===== src/hw/rtl/first_fit_region_allocator_top_macros.svh =====
// Assertion macros for the region allocator.
`ifndef FIRST_FIT_REGION_ALLOCATOR_TOP_MACROS_SVH
`define FIRST_FIT_REGION_ALLOCATOR_TOP_MACROS_SVH
`ifndef SYNTH
`define FFRA_ASSERT_IMPL(label, clk, rstn, ante, cons) \
    label: assert property (@(posedge clk) disable iff (!rstn) (ante) |-> (cons)) \
        else $error("assertion failed");
`define FFRA_ASSERT_NEXT(label, clk, rstn, ante, cons) \
    label: assert property (@(posedge clk) disable iff (!rstn) (ante) |=> (cons)) \
        else $error("assertion failed");
`else
`define FFRA_ASSERT_IMPL(label, clk, rstn, ante, cons)
`define FFRA_ASSERT_NEXT(label, clk, rstn, ante, cons)
`endif
`endif


===== src/hw/rtl/ffra_pkg.sv =====
// Shared types and constants for the region allocator.
package ffra_pkg;
    localparam int DEF_MAX_CHUNKS  = 64;
    localparam int DEF_OFFSET_BITS = 32;
    localparam logic [1:0] ST_OK   = 2'd0;
    localparam logic [1:0] ST_NOFIT = 2'd1;
    localparam logic [1:0] ST_FULL = 2'd2;
    localparam logic CFG_ALIGN = 1'b0;
    localparam logic CFG_POOL  = 1'b1;

    // Per-cycle command that the controller broadcasts to every cell
    typedef enum logic [5:0] {
        OP_NONE   = 6'b000001,
        OP_RELOAD = 6'b000010,
        OP_SHRINK = 6'b000100,
        OP_DELETE = 6'b001000,
        OP_INSERT = 6'b010000,
        OP_SETLEN = 6'b100000
    } op_t;

    typedef struct packed {
        op_t         op;
        logic [31:0] start;
        logic [31:0] length;
        logic [31:0] need;
    } cell_cmd_t;
endpackage


===== src/hw/rtl/ffra_cell.sv =====
// One table slot: holds a free chunk and shifts with its neighbors.
module ffra_cell import ffra_pkg::*; (
    input  logic        aclk,
    input  logic        aresetn,
    input  cell_cmd_t   cmd,
    input  logic        is_first,
    input  logic        sel_here,    // this slot is the target index
    input  logic        past_sel,    // this slot lies above the target index
    input  logic        left_valid,
    input  logic [31:0] left_start,
    input  logic [31:0] left_length,
    input  logic        right_valid,
    input  logic [31:0] right_start,
    input  logic [31:0] right_length,
    output logic        valid,
    output logic [31:0] start,
    output logic [31:0] length
);
    logic        valid_reg, valid_next;
    logic [31:0] start_reg, start_next, length_reg, length_next;

    // Apply the broadcast command to this slot
    always_comb begin
        valid_next  = valid_reg;
        start_next  = start_reg;
        length_next = length_reg;
        case (cmd.op)
            OP_RELOAD: begin
                valid_next  = is_first && (cmd.length != 32'd0);
                start_next  = 32'd0;
                length_next = cmd.length;
            end
            OP_SHRINK: begin
                if (sel_here) begin
                    start_next  = start_reg + cmd.need;
                    length_next = length_reg - cmd.need;
                end
            end
            OP_DELETE: begin
                if (sel_here || past_sel) begin
                    valid_next  = right_valid;
                    start_next  = right_start;
                    length_next = right_length;
                end
            end
            OP_INSERT: begin
                if (sel_here) begin
                    valid_next  = 1'b1;
                    start_next  = cmd.start;
                    length_next = cmd.length;
                end else if (past_sel) begin
                    valid_next  = left_valid;
                    start_next  = left_start;
                    length_next = left_length;
                end
            end
            OP_SETLEN: begin
                if (sel_here) begin
                    start_next  = cmd.start;
                    length_next = cmd.length;
                end
            end
            default: ;
        endcase
    end

    always_ff @(posedge aclk) begin
        if (!aresetn) begin
            valid_reg  <= is_first;
            start_reg  <= 32'd0;
            length_reg <= 32'd65536;
        end else begin
            valid_reg  <= valid_next;
            start_reg  <= start_next;
            length_reg <= length_next;
        end
    end

    assign valid  = valid_reg;
    assign start  = start_reg;
    assign length = length_reg;
endmodule


===== config.mk =====
export PLATFORM = sky130hd
export DESIGN_NAME = ffra_cell
export DESIGN_NICKNAME = d
export VERILOG_FILES = /design/src/hw/rtl/first_fit_region_allocator_top_macros.svh /design/src/hw/rtl/ffra_pkg.sv /design/src/hw/rtl/ffra_cell.sv
export SDC_FILE = /design/constraint.sdc
export NUM_CORES = 1
export LEC_CHECK = 0
export ABC_AREA = 1
export BUFFER_PORTS_ARGS = -buffer_cell sky130_fd_sc_hd__buf_2
export CAP_MARGIN = 20
export CORE_UTILIZATION = 55
export CTS_CLUSTER_DIAMETER = 100
export DETAILED_ROUTE_END_ITERATION = 7
export PLACE_DENSITY_LB_ADDON = 0.05
export RECOVER_POWER = 25
export SLEW_MARGIN = 20
export SYNTH_ARGS = -nofsm -noshare
export SYNTH_HDL_FRONTEND = slang
export SYNTH_SLANG_ARGS = --single-unit

===== constraint.sdc =====
create_clock -name aclk -period 6.1 [get_ports aclk]
set_clock_uncertainty 0.2 [all_clocks]
set_input_delay 0.61 -clock aclk [delete_from_list [all_inputs] [get_ports aclk]]
set_output_delay 0.61 -clock aclk [all_outputs]
set_load 0.05 [all_outputs]

==> flow_summary.ini, run 1 <==
[routing]
ant_nets = 0
routed_wl_um = 32530
vias = 11645
drcViolationCount = 0
drt_first_pass_iters = 8
drtIter0Drc = 903
vias_per_cell = 5.361
routedWlPerCell_um = 14.98

[timing]
post-route-period-util_pct = 49.34
setup_tns_ps = 0
tightest_slew_ps = 929.8
finalSetupViolations = 0
relSlewSlack_pct = 37.94
rsz0062_at_grt = no
fin_crit_ps = 3010
final_max_slew_viol_count = 0
fmax_ghz = 0.3323
hold_violations = 0

[clock_network]
cts.htree.levels = 3
postCtsHoldBufs = 0
post_cts_resized = 0
clock_latency_ps = 350
cts_tree = yes
cts_made_buffers = 9
clock-root-buffer = clkbuf_16
clockBufferDepth = 2
cts.clk_slew.worst_paths_ps = 60
post_cts_buffers = 0
clock_sinks = 65

[power_and_ir_drop]
p_switching_uw = 506.9
cell_internal_pwr_uw = 885.9
powerDensity_nw_per_um2 = 130.5
pwr-share-comb_pct = 31.2
power.leakage_nw = 6.245
p_sw_share_pct = 36.40
seq_power_share_pct = 32.4
ir_drop_mv = 0.1306
clkPwrFrac_pct = 36.3

[setup_path]
cp_slowest_cell = buf_4
worst-setup-path-type = input pin to flop
cp-end-kind = flop
critPathTopFamily = buffers and inverters
crit_path_start_kind = input pin
rrSetupSlack_ps = 3520
worstPathCellList = buf_2 > nor2_2 > nand2_1 > inv_2 > nand3_4 > nand2_1 > nand2_1 > nand3_2 > buf_4 > inv_2 > buf_12 > o21ai_0 > a21oi_1
cpPeakStageDelay_ps = 610
crit_fanout = 65
critical_path_arrival_ps = 3050
crit_buf_inv = 5
cp_common_cell = nand2_1
required_ps = 6140

[global_routing]
grtUsageTotal_pct = 38.47
antenna_found_initial = 1
grt_pass1_vias = 10280
grt_pass1_wl_um = 49360
grt_max_degree = 66
gr-total-overflow = 0

[logic_synthesis]
synth_async_sr_flop_share_pct = 0
yosysTopAreaCellShare_pct = 29.71
yosysMostFrequentCell = nand2_1
synth-edff-count = 1
synth_area_um2 = 8856
syn-num-nets = 1980
synth_common_cells = 701 x nand2_1, 266 x inv_1, 145 x a21oi_1
synth_area_leaders = nand2_1 30%, dfxtp_1 14%, inv_1 11%
netlist_instances = 1679
seq_area_frac_synth_pct = 14.81
ys.flop_type = dfxtp_1
yosysWarnings = 0
synth-seq-cells = 65
synth_top_area_cell = nand2_1
syn_avg_cell_area_um2 = 5.275
ys_types = 41

[placement]
dpl.hpwl_um = 25860
io_buffers = 301
gp_congestion = 0.9509

[worst_hold_path]
hold_path.class = flop to flop

[cells_and_area]
syn2layout_area_growth_pct = 20.53
postLayoutCoreUtil_pct = 67.44
drive_gt1_share_pct = 16.68
fin_nets = 2252

[run]
drv_cap = 0

[die]
row_count = 46
start_util_pct = 55.95
io_pins = 302
design.die.area_um2 = 16610
die_w_um = 128.9
die_h_um = 128.9
core-area_um2 = 15830

[run_status]
status = finished clean
[cell usage in the layout, fill, tap and decap left out, types with 8 or more instances in the layout]
cell type | netlist | final
a211oi_1 | 10 | 10
a21oi_1 | 145 | 145
a221oi_1 | 10 | 10
a22oi_1 | 11 | 11
a31oi_1 | 9 | 9
buf_2 | 27 | 270
clkbuf_1 | 10 | 32
clkbuf_16 | 0 | 9
dfxtp_1 | 64 | 64
ha_1 | 62 | 62
inv_1 | 266 | 265
nand2_1 | 701 | 702
nand3_1 | 105 | 105
nand3b_1 | 10 | 10
nand4_1 | 14 | 14
nor2_1 | 94 | 94
nor3_1 | 14 | 14
nor4_1 | 8 | 8
o21ai_0 | 48 | 48
or2_2 | 16 | 16
[cell type report]
class / count / area (um^2)
Sequential cell: 65 / 1311
Multi-Input combinational cell: 1296 / 6269
Inverter: 272 / 1022
Antenna cell: 1 / 2.502
Fill cell: 1621 / 5154
Timing Repair Buffer: 307 / 1525
Tap cell: 216 / 270.3
Clock buffer: 12 / 256.5
Clock inverter: 3 / 17.52
[power groups by stage]
stage / Clock [mW] / Combinational (mW) / Sequential [mW]
after floorplan: 0 / 0.226 / 0.497
after global placement: 0 / 0.420 / 0.461
after detailed placement: 0 / 0.426 / 0.460
after CTS: 0.503 / 0.428 / 0.451
after global routing: 0.521 / 0.479 / 0.452
final: 0.506 / 0.435 / 0.452
[metrics by stage]
step,power [mW],worst slack [ps],cells,area [um^2],hold slack [ps]
after detailed placement,0.8864,2585,2155,10420,274.3
after floorplan,0.7225,3585,1679,8856,498.1
after CTS,1.383,2935,2170,10700,284.1
final,1.393,3090,2172,10670,285.0
after global routing,1.452,2900,2171,10670,307.6
after global placement,0.8808,2655,2155,10420,271.5
[per-layer routing]
layer  routed length [um]  GRT usage, %  up-vias
met4                 1391         19.03        0
li1                     -             -     5867
met3                 2612         6.071       91
met5                    0             0        -
met2                15150         66.71      596
met1                13380         46.14     5091
[logic make-up (layout without fill, tap and decap cells)]
logic type	count (synthesis)	in the layout	synth area share (%)
buffers and inverters	318	594	14.33
other	0	1	0
xor gates and xnor gates	4	4	0.3957
adders and majority gates	64	64	9.212
DFF	65	65	14.81
AOI/OAI and AO/OA	250	250	15.84
and+or+nand+nor	978	978	45.42
[worst min-delay path: stages (launching register included)]
cell     delay, ps
dfxtp_1        320
nand2_1         60
a21oi_1         50
[worst paths after layout]
path	start	endpoint	cells past startpoint
max reg2reg	length[0]	length[24]	14
max	cmd[96]	length[5]	13
min reg2reg	length[9]	length[9]	2
min	length[9]	length[9]	2
(Power assumes the default switching activity.)
==> inputs of run 2 (changes only) <==
--- a/config.mk
+++ b/config.mk
@@ -5,10 +5,10 @@
 export SDC_FILE = /design/constraint.sdc
 export NUM_CORES = 1
 export LEC_CHECK = 0
-export ABC_AREA = 1
+export ABC_AREA = 0
 export BUFFER_PORTS_ARGS = -buffer_cell sky130_fd_sc_hd__buf_2
 export CAP_MARGIN = 20
-export CORE_UTILIZATION = 55
+export CORE_UTILIZATION = 45
 export CTS_CLUSTER_DIAMETER = 100
 export DETAILED_ROUTE_END_ITERATION = 7
 export PLACE_DENSITY_LB_ADDON = 0.05
==> constraint.sdc (replaced) <==
create_clock -name aclk -period 2.5 [get_ports aclk]
set_clock_uncertainty 0.2 [all_clocks]
set_input_delay 0.25 -clock aclk [delete_from_list [all_inputs] [get_ports aclk]]
set_output_delay 0.25 -clock aclk [all_outputs]
set_load 0.05 [all_outputs]
==> run 2 against run 1 <==
  * The run now ends with negative setup slack left
  * Core utilization rose by 9.7 points
  * Clock power increased to 2.8 times the previous value
  * Area after synthesis down 22%
  * Sequential share of layout area increased by 0.18 points
  * Critical path depth increased by 1
  * Wire length down 5.9%
  * Final area is 6.7% higher
  * Worst hold slack got worse by 270 ps
  * Register-to-register slack got worse by 3800 ps
  * Sequential power up 150%
  * Flip-flop and latch count is the same
  * First-iteration DRC count down 6.0%
==> flow_summary.ini, run 2 <==
[logic_synthesis]
yosysTopAreaCellShare_pct = 18.50
synth_area_leaders = dfxtp_1 19%, ha_1 11%, a222oi_1 7.8%
yosysWarnings = 0
ys_types = 79
synth-edff-count = 1
yosysMostFrequentCell = a21oi_1
synth_common_cells = 86 x a21oi_1, 84 x nand2_1, 68 x o21ai_0
synth-seq-cells = 65
synth_async_sr_flop_share_pct = 0
syn_avg_cell_area_um2 = 7.543
seq_area_frac_synth_pct = 18.94
synth_top_area_cell = dfxtp_1
ys.flop_type = dfxtp_1
netlist_instances = 918
synth_area_um2 = 6924
syn-num-nets = 1219

[setup_path]
crit_fanout = 3
rrSetupSlack_ps = -280
worstPathCellList = inv_4 > ha_4 > fa_2 > nor2b_4 > o31a_1 > o21ai_4 > a31oi_4 > buf_6 > a311oi_2 > buf_4 > nor2_1 > nor2_1 > xor2_1 > o22ai_1
cp-end-kind = flop
reg2reg_from = length[0]
crit_buf_inv = 3
critPathTopFamily = compound AO/OA/AOI/OAI gates
reg2reg_depth = 14
cpPeakStageDelay_ps = 350
critical_path_arrival_ps = 2800
worst-setup-path-type = flop to flop
cp_common_cell = nor2_1
r2r_end = length[26]
required_ps = 2520
cp_slowest_cell = dfxtp_4
crit_path_start_kind = flop

[global_routing]
grt_pass1_vias = 9215
grt_max_degree = 60
grtUsageTotal_pct = 37.09
grt_pass1_wl_um = 46330
gr-total-overflow = 0
antenna_found_initial = 5

[routing]
drcViolationCount = 0
drtIter0Drc = 849
drt_first_pass_iters = 7
vias_per_cell = 6.079
vias = 9605
routed_wl_um = 30600
routedWlPerCell_um = 19.37
ant_nets = 0

[die]
row_count = 44
core-area_um2 = 14750
io_pins = 302
die_w_um = 126.0
design.die.area_um2 = 15890
die_h_um = 126.0
start_util_pct = 46.93

[clock_network]
clockBufferDepth = 2
cts.htree.levels = 3
clock_sinks = 65
cts_made_buffers = 9
clock_latency_ps = 350
cts_tree = yes
clock-root-buffer = clkbuf_16
cts.clk_slew.worst_paths_ps = 60

[timing]
post-route-period-util_pct = 111.3
fmax_ghz = 0.3593
setup_tns_ps = -5051
rsz0062_at_grt = yes
finalSetupViolations = 34
fin_crit_ps = 2783
setup_ws_ps = -283.3
final_max_slew_viol_count = 0
relSlewSlack_pct = 46.51
tightest_slew_ps = 798.9
hold_violations = 0

[cells_and_area]
fin_nets = 1688
drive_gt1_share_pct = 47.49
syn2layout_area_growth_pct = 64.46
final_area_um2 = 11390
layout_common_cells = 279 x buf_2, 183 x buf_4, 82 x nand2_1, 67 x a21oi_1, 55 x nor2_1
final_common_cell = buf_2

[power_and_ir_drop]
power.leakage_nw = 5.292
power_mw = 4.205
ir_drop_mv = 0.3284
powerDensity_nw_per_um2 = 369.3

[worst_hold_path]
min_from = left_length[7]
min_to = length[7]
hold_path.class = input pin to flop
hold_path_depth = 3

[placement]
io_buffers = 301
dpl.hpwl_um = 22940
place_area_um2 = 10270
gp_congestion = 0.9646
post-place-ws_ps = -386.6

[run]
drv_cap = 0

[run_status]
failed_checks = negative setup slack
status = complete, but fails checks
==> run 2: cell count changes in the layout (fill, tap and decap cells not counted), moves of 22 or more <==
cell and change:
dfxtp_4 +22, o21ai_1 +28, xnor2_1 +23, inv_1 -219, nand3_1 -95, nand2_1 -620
buf_4 +178, a222oi_1 +54, a21oi_1 -78, dfxtp_1 -42, nor2_1 -39
==> run 2: worst max-delay path by stage <==
stage | from | to | slack, ps | depth (start not counted)
finish | length[0] | length[26] | -280 | 14
global route | length[7] | length[31] | -470 | 11
CTS | length[0] | length[24] | -230 | 12
detailed placement | cmd[1] | length[31] | -390 | 12
global placement | cmd[9] | length[24] | -330 | 13
floorplan | length[11] | length[24] | -230 | 11
==> run 2: metrics by stage <==
| stage | hold slack, ps | std cells | utilization [%] |
|---|---|---|---|
| floorplan | 202.1 | 918 | - |
| global placement | 255.7 | 1532 | 69.58 |
| detailed placement | 269.5 | 1532 | 69.58 |
| CTS | 0.1059 | 1567 | 74.78 |
| global route | 37.85 | 1580 | 77.18 |
| finish | 18.16 | 1580 | 77.18 |
==> run 2: repair_timing <==
action                                  4_1_cts  5_1_grt
endpoints found under the setup margin       40       47
pin swaps                                    59       64
hold endpoints to repair                      6        0
resized for setup                            66       65
setup buffers                                13       13
hold buffers                                  7        0
==> run 2: layout make-up <==
cell class / instances / area [um^2]
clock buffer: 10 / 239.0
clock inverter: 6 / 81.33
timing repair buffer: 516 / 3274
fill: 1111 / 3367
inverter: 51 / 193.9
tap: 184 / 230.2
multi-input combinational: 744 / 5939
antenna: 4 / 10.01
sequential: 65 / 1419
==> run 2: power by group <==
part	internal [mW]	switching (mW)
registers	1.07	0.0388
clock network	0.894	0.538
logic	0.767	0.897
==> run 2: cells by family after synthesis <==
kind of cell             Yosys count  share of synthesized area (%)
AO/OA/AOI/OAI                    381                          38.94
AND/OR/NAND/NOR                  240                          16.44
buffers and inverters            109                          6.288
flip-flops                        65                          18.94
adder cells (fa/ha/maj)           64                          11.78
XOR/XNOR                          53                          6.704
multiplexers                       6                         0.9035
==> run 2: metal layers <==
layer  global-route usage [%]  share of wire (%)  up-vias
met4                    19.56                4.8        0
met5                        0                  0        -
met1                    43.30                 39     4543
li1                         -                  -     4492
met3                    5.692                7.2       98
met2                    65.29                 49      472
==> run 2: worst register-to-register path: cells and delay by family (launching register included) <==
kind / cells / cell delay [ps]
AOI/OAI and AO/OA: 5 / 980
buffers and inverters: 3 / 380
adders and majority gates: 2 / 360
DFF: 1 / 350
and+or+nand+nor: 3 / 220
xor gates and xnor gates: 1 / 180
==> inputs of run 3 (changes only) <==
--- a/config.mk
+++ b/config.mk
@@ -12,7 +12,6 @@
 export CTS_CLUSTER_DIAMETER = 100
 export DETAILED_ROUTE_END_ITERATION = 7
 export PLACE_DENSITY_LB_ADDON = 0.05
-export RECOVER_POWER = 25
 export SLEW_MARGIN = 20
 export SYNTH_ARGS = -nofsm -noshare
 export SYNTH_HDL_FRONTEND = slang
==> run 3 against run 2 <==
  * The run ends with design-rule violations, negative setup slack left
  * Global-route usage stayed put
  * Critical path depth down 2
  * Clock power about the same
  * Sequential share of layout area hardly changed
  * Core utilization increased by 0.19 points
  * Flip-flop and latch count unchanged
  * Die area stayed put
  * Sequential power about the same
  * Power up 0.12%
  * Register-to-register slack is essentially flat
  * Setup slack worse by 1.1 ps
  * Critical endpoint is now length[24]
  * Largest power group unchanged
==> flow_summary.ini, run 3 (synthesis gave the netlist of run 2 again) <==
[cells_and_area]
nFillCells = 1095
final_area_um2 = 11410
final_common_cell = buf_2
drive_gt1_share_pct = 49.07
fin_nets = 1688
multi_input_area_um2 = 5939
layout_common_cells = 301 x buf_2, 183 x buf_4, 82 x nand2_1, 67 x a21oi_1, 55 x nor2_1
syn2layout_area_growth_pct = 64.85
stdcell_count = 1580
register_area_um2 = 1419

[timing]
fin_crit_ps = 2784
hold_violations = 0
setup_tns_ps = -4995
rsz0062_at_grt = yes
fmax_ghz = 0.3591
setup_ws_ps = -284.4
relSlewSlack_pct = 46.60
fin_hold_ws_ps = 17.64
tightest_slew_ps = 797.6
final_max_slew_viol_count = 0
post-route-period-util_pct = 111.4
finalSetupViolations = 34

[placement]
dpl.hpwl_um = 22940
place_area_um2 = 10270
place_inst = 1532
io_buffers = 301
gp_congestion = 0.9646
post-place-ws_ps = -386.6

[power_and_ir_drop]
cell_internal_pwr_mw = 2.736
p_sw_share_pct = 35.02
powerDensity_nw_per_um2 = 368.8
ir_drop_mv = 0.3272
pwr-share-comb_pct = 39.6
seq_power_share_pct = 26.3
clkPwrFrac_pct = 34.0
p_switching_mw = 1.474
power.leakage_nw = 5.383

[die]
start_util_pct = 46.93
core-area_um2 = 14750
row_count = 44
die_w_um = 126.0
die_h_um = 126.0
design.die.area_um2 = 15890
io_pins = 302

[clock_network]
clock_sinks = 65
cts_made_buffers = 9
clock-root-buffer = clkbuf_16
cts_tree = yes
cts.clk_slew.worst_paths_ps = 60
cts.htree.levels = 3
clockBufferDepth = 2
clock_latency_ps = 350

[routing]
vias = 9625
drcViolationCount = 20
ant_nets = 0
routedWlPerCell_um = 19.36
vias_per_cell = 6.092
drtIter0Drc = 879
routed_wl_um = 30590
drt_first_pass_iters = 8

[global_routing]
grt_pass1_wl_um = 46330
grt_max_degree = 60
grtUsageTotal_pct = 37.09
grt_pass1_vias = 9215
antenna_found_initial = 5
gr-total-overflow = 0

[setup_path]
crit_path_start_kind = flop
required_ps = 2530
cp-end-kind = flop
crit_fanout = 3
critical_path_arrival_ps = 2810
worst-setup-path-type = flop to flop

[worst_hold_path]
hold_path.class = input pin to flop

[run]
drv_cap = 0

[run_status]
status = complete, but fails checks
failed_checks = design-rule violations, negative setup slack
run 3: cell types whose count changed in the layout (fill, tap and decap cells not counted):
cell | previous run | this run
clkbuf_1 | 22 | 0
buf_2 | 279 | 301
run 3: final cells by class:
class,count,share of cell area [%]
diodes,4,0.08769
clock buffers,10,2.094
clock inverters,6,0.7125
inverters,51,1.699
multi-input cells,744,52.03
flip-flops and latches,65,12.43
well taps,184,2.017
repair buffers,516,28.93
run 3: what timing repair did:
action	4_1_cts	5_1_grt
hold buffers	7	0
buffers inserted	13	13
gates resized for setup	66	65
hold endpoints to repair	6	0
setup endpoints to repair	40	47
pin swaps	59	64
run 3: worst paths after layout:
kind                                        from          to  slack (ps)  cells past startpoint
worst max-delay path                   length[0]  length[24]        -280                     12
worst min-delay path            right_length[27]  length[27]          20                      3
worst max register to register         length[0]  length[24]        -280                     12
worst min register to register         start[31]   start[31]         280                      2
run 3: layer usage:
metal / vias to the layer above / track usage [%] / wire length, um
li1: 4489 / - / -
met1: 4575 / 43.30 / 12150
met2: 464 / 65.29 / 14930
met3: 97 / 5.692 / 2104
met4: 0 / 19.56 / 1408
met5: - / 0 / 0
run 3: worst max-delay path: stages, from the launching register on:
cell,delay [ps]
dfxtp_4,350
inv_4,60
ha_4,130
fa_2,230
nor2b_4,50
o31a_1,290
o21ai_4,230
a31oi_4,140
a311oi_2,310
o21ai_1,120
xor2_1,150
a2111oi_1,330
nor3_1,70
run 3: power groups by stage:
| stage | clock (mW) | combinational (mW) | sequential [mW] |
|---|---|---|---|
| after floorplan | 0 | 0.672 | 1.27 |
| after global placement | 0 | 1.45 | 1.13 |
| after detailed placement | 0 | 1.46 | 1.13 |
| after CTS | 1.43 | 1.55 | 1.11 |
| after global routing | 1.47 | 1.79 | 1.11 |
| final | 1.43 | 1.67 | 1.11 |
run 3: stage by stage:
step | utilization, % | total power, mW
after floorplan | - | 1.940
after CTS | 74.78 | 4.078
after global routing | 77.37 | 4.370
after global placement | 69.58 | 2.576
final | 77.37 | 4.210
after detailed placement | 69.58 | 2.590
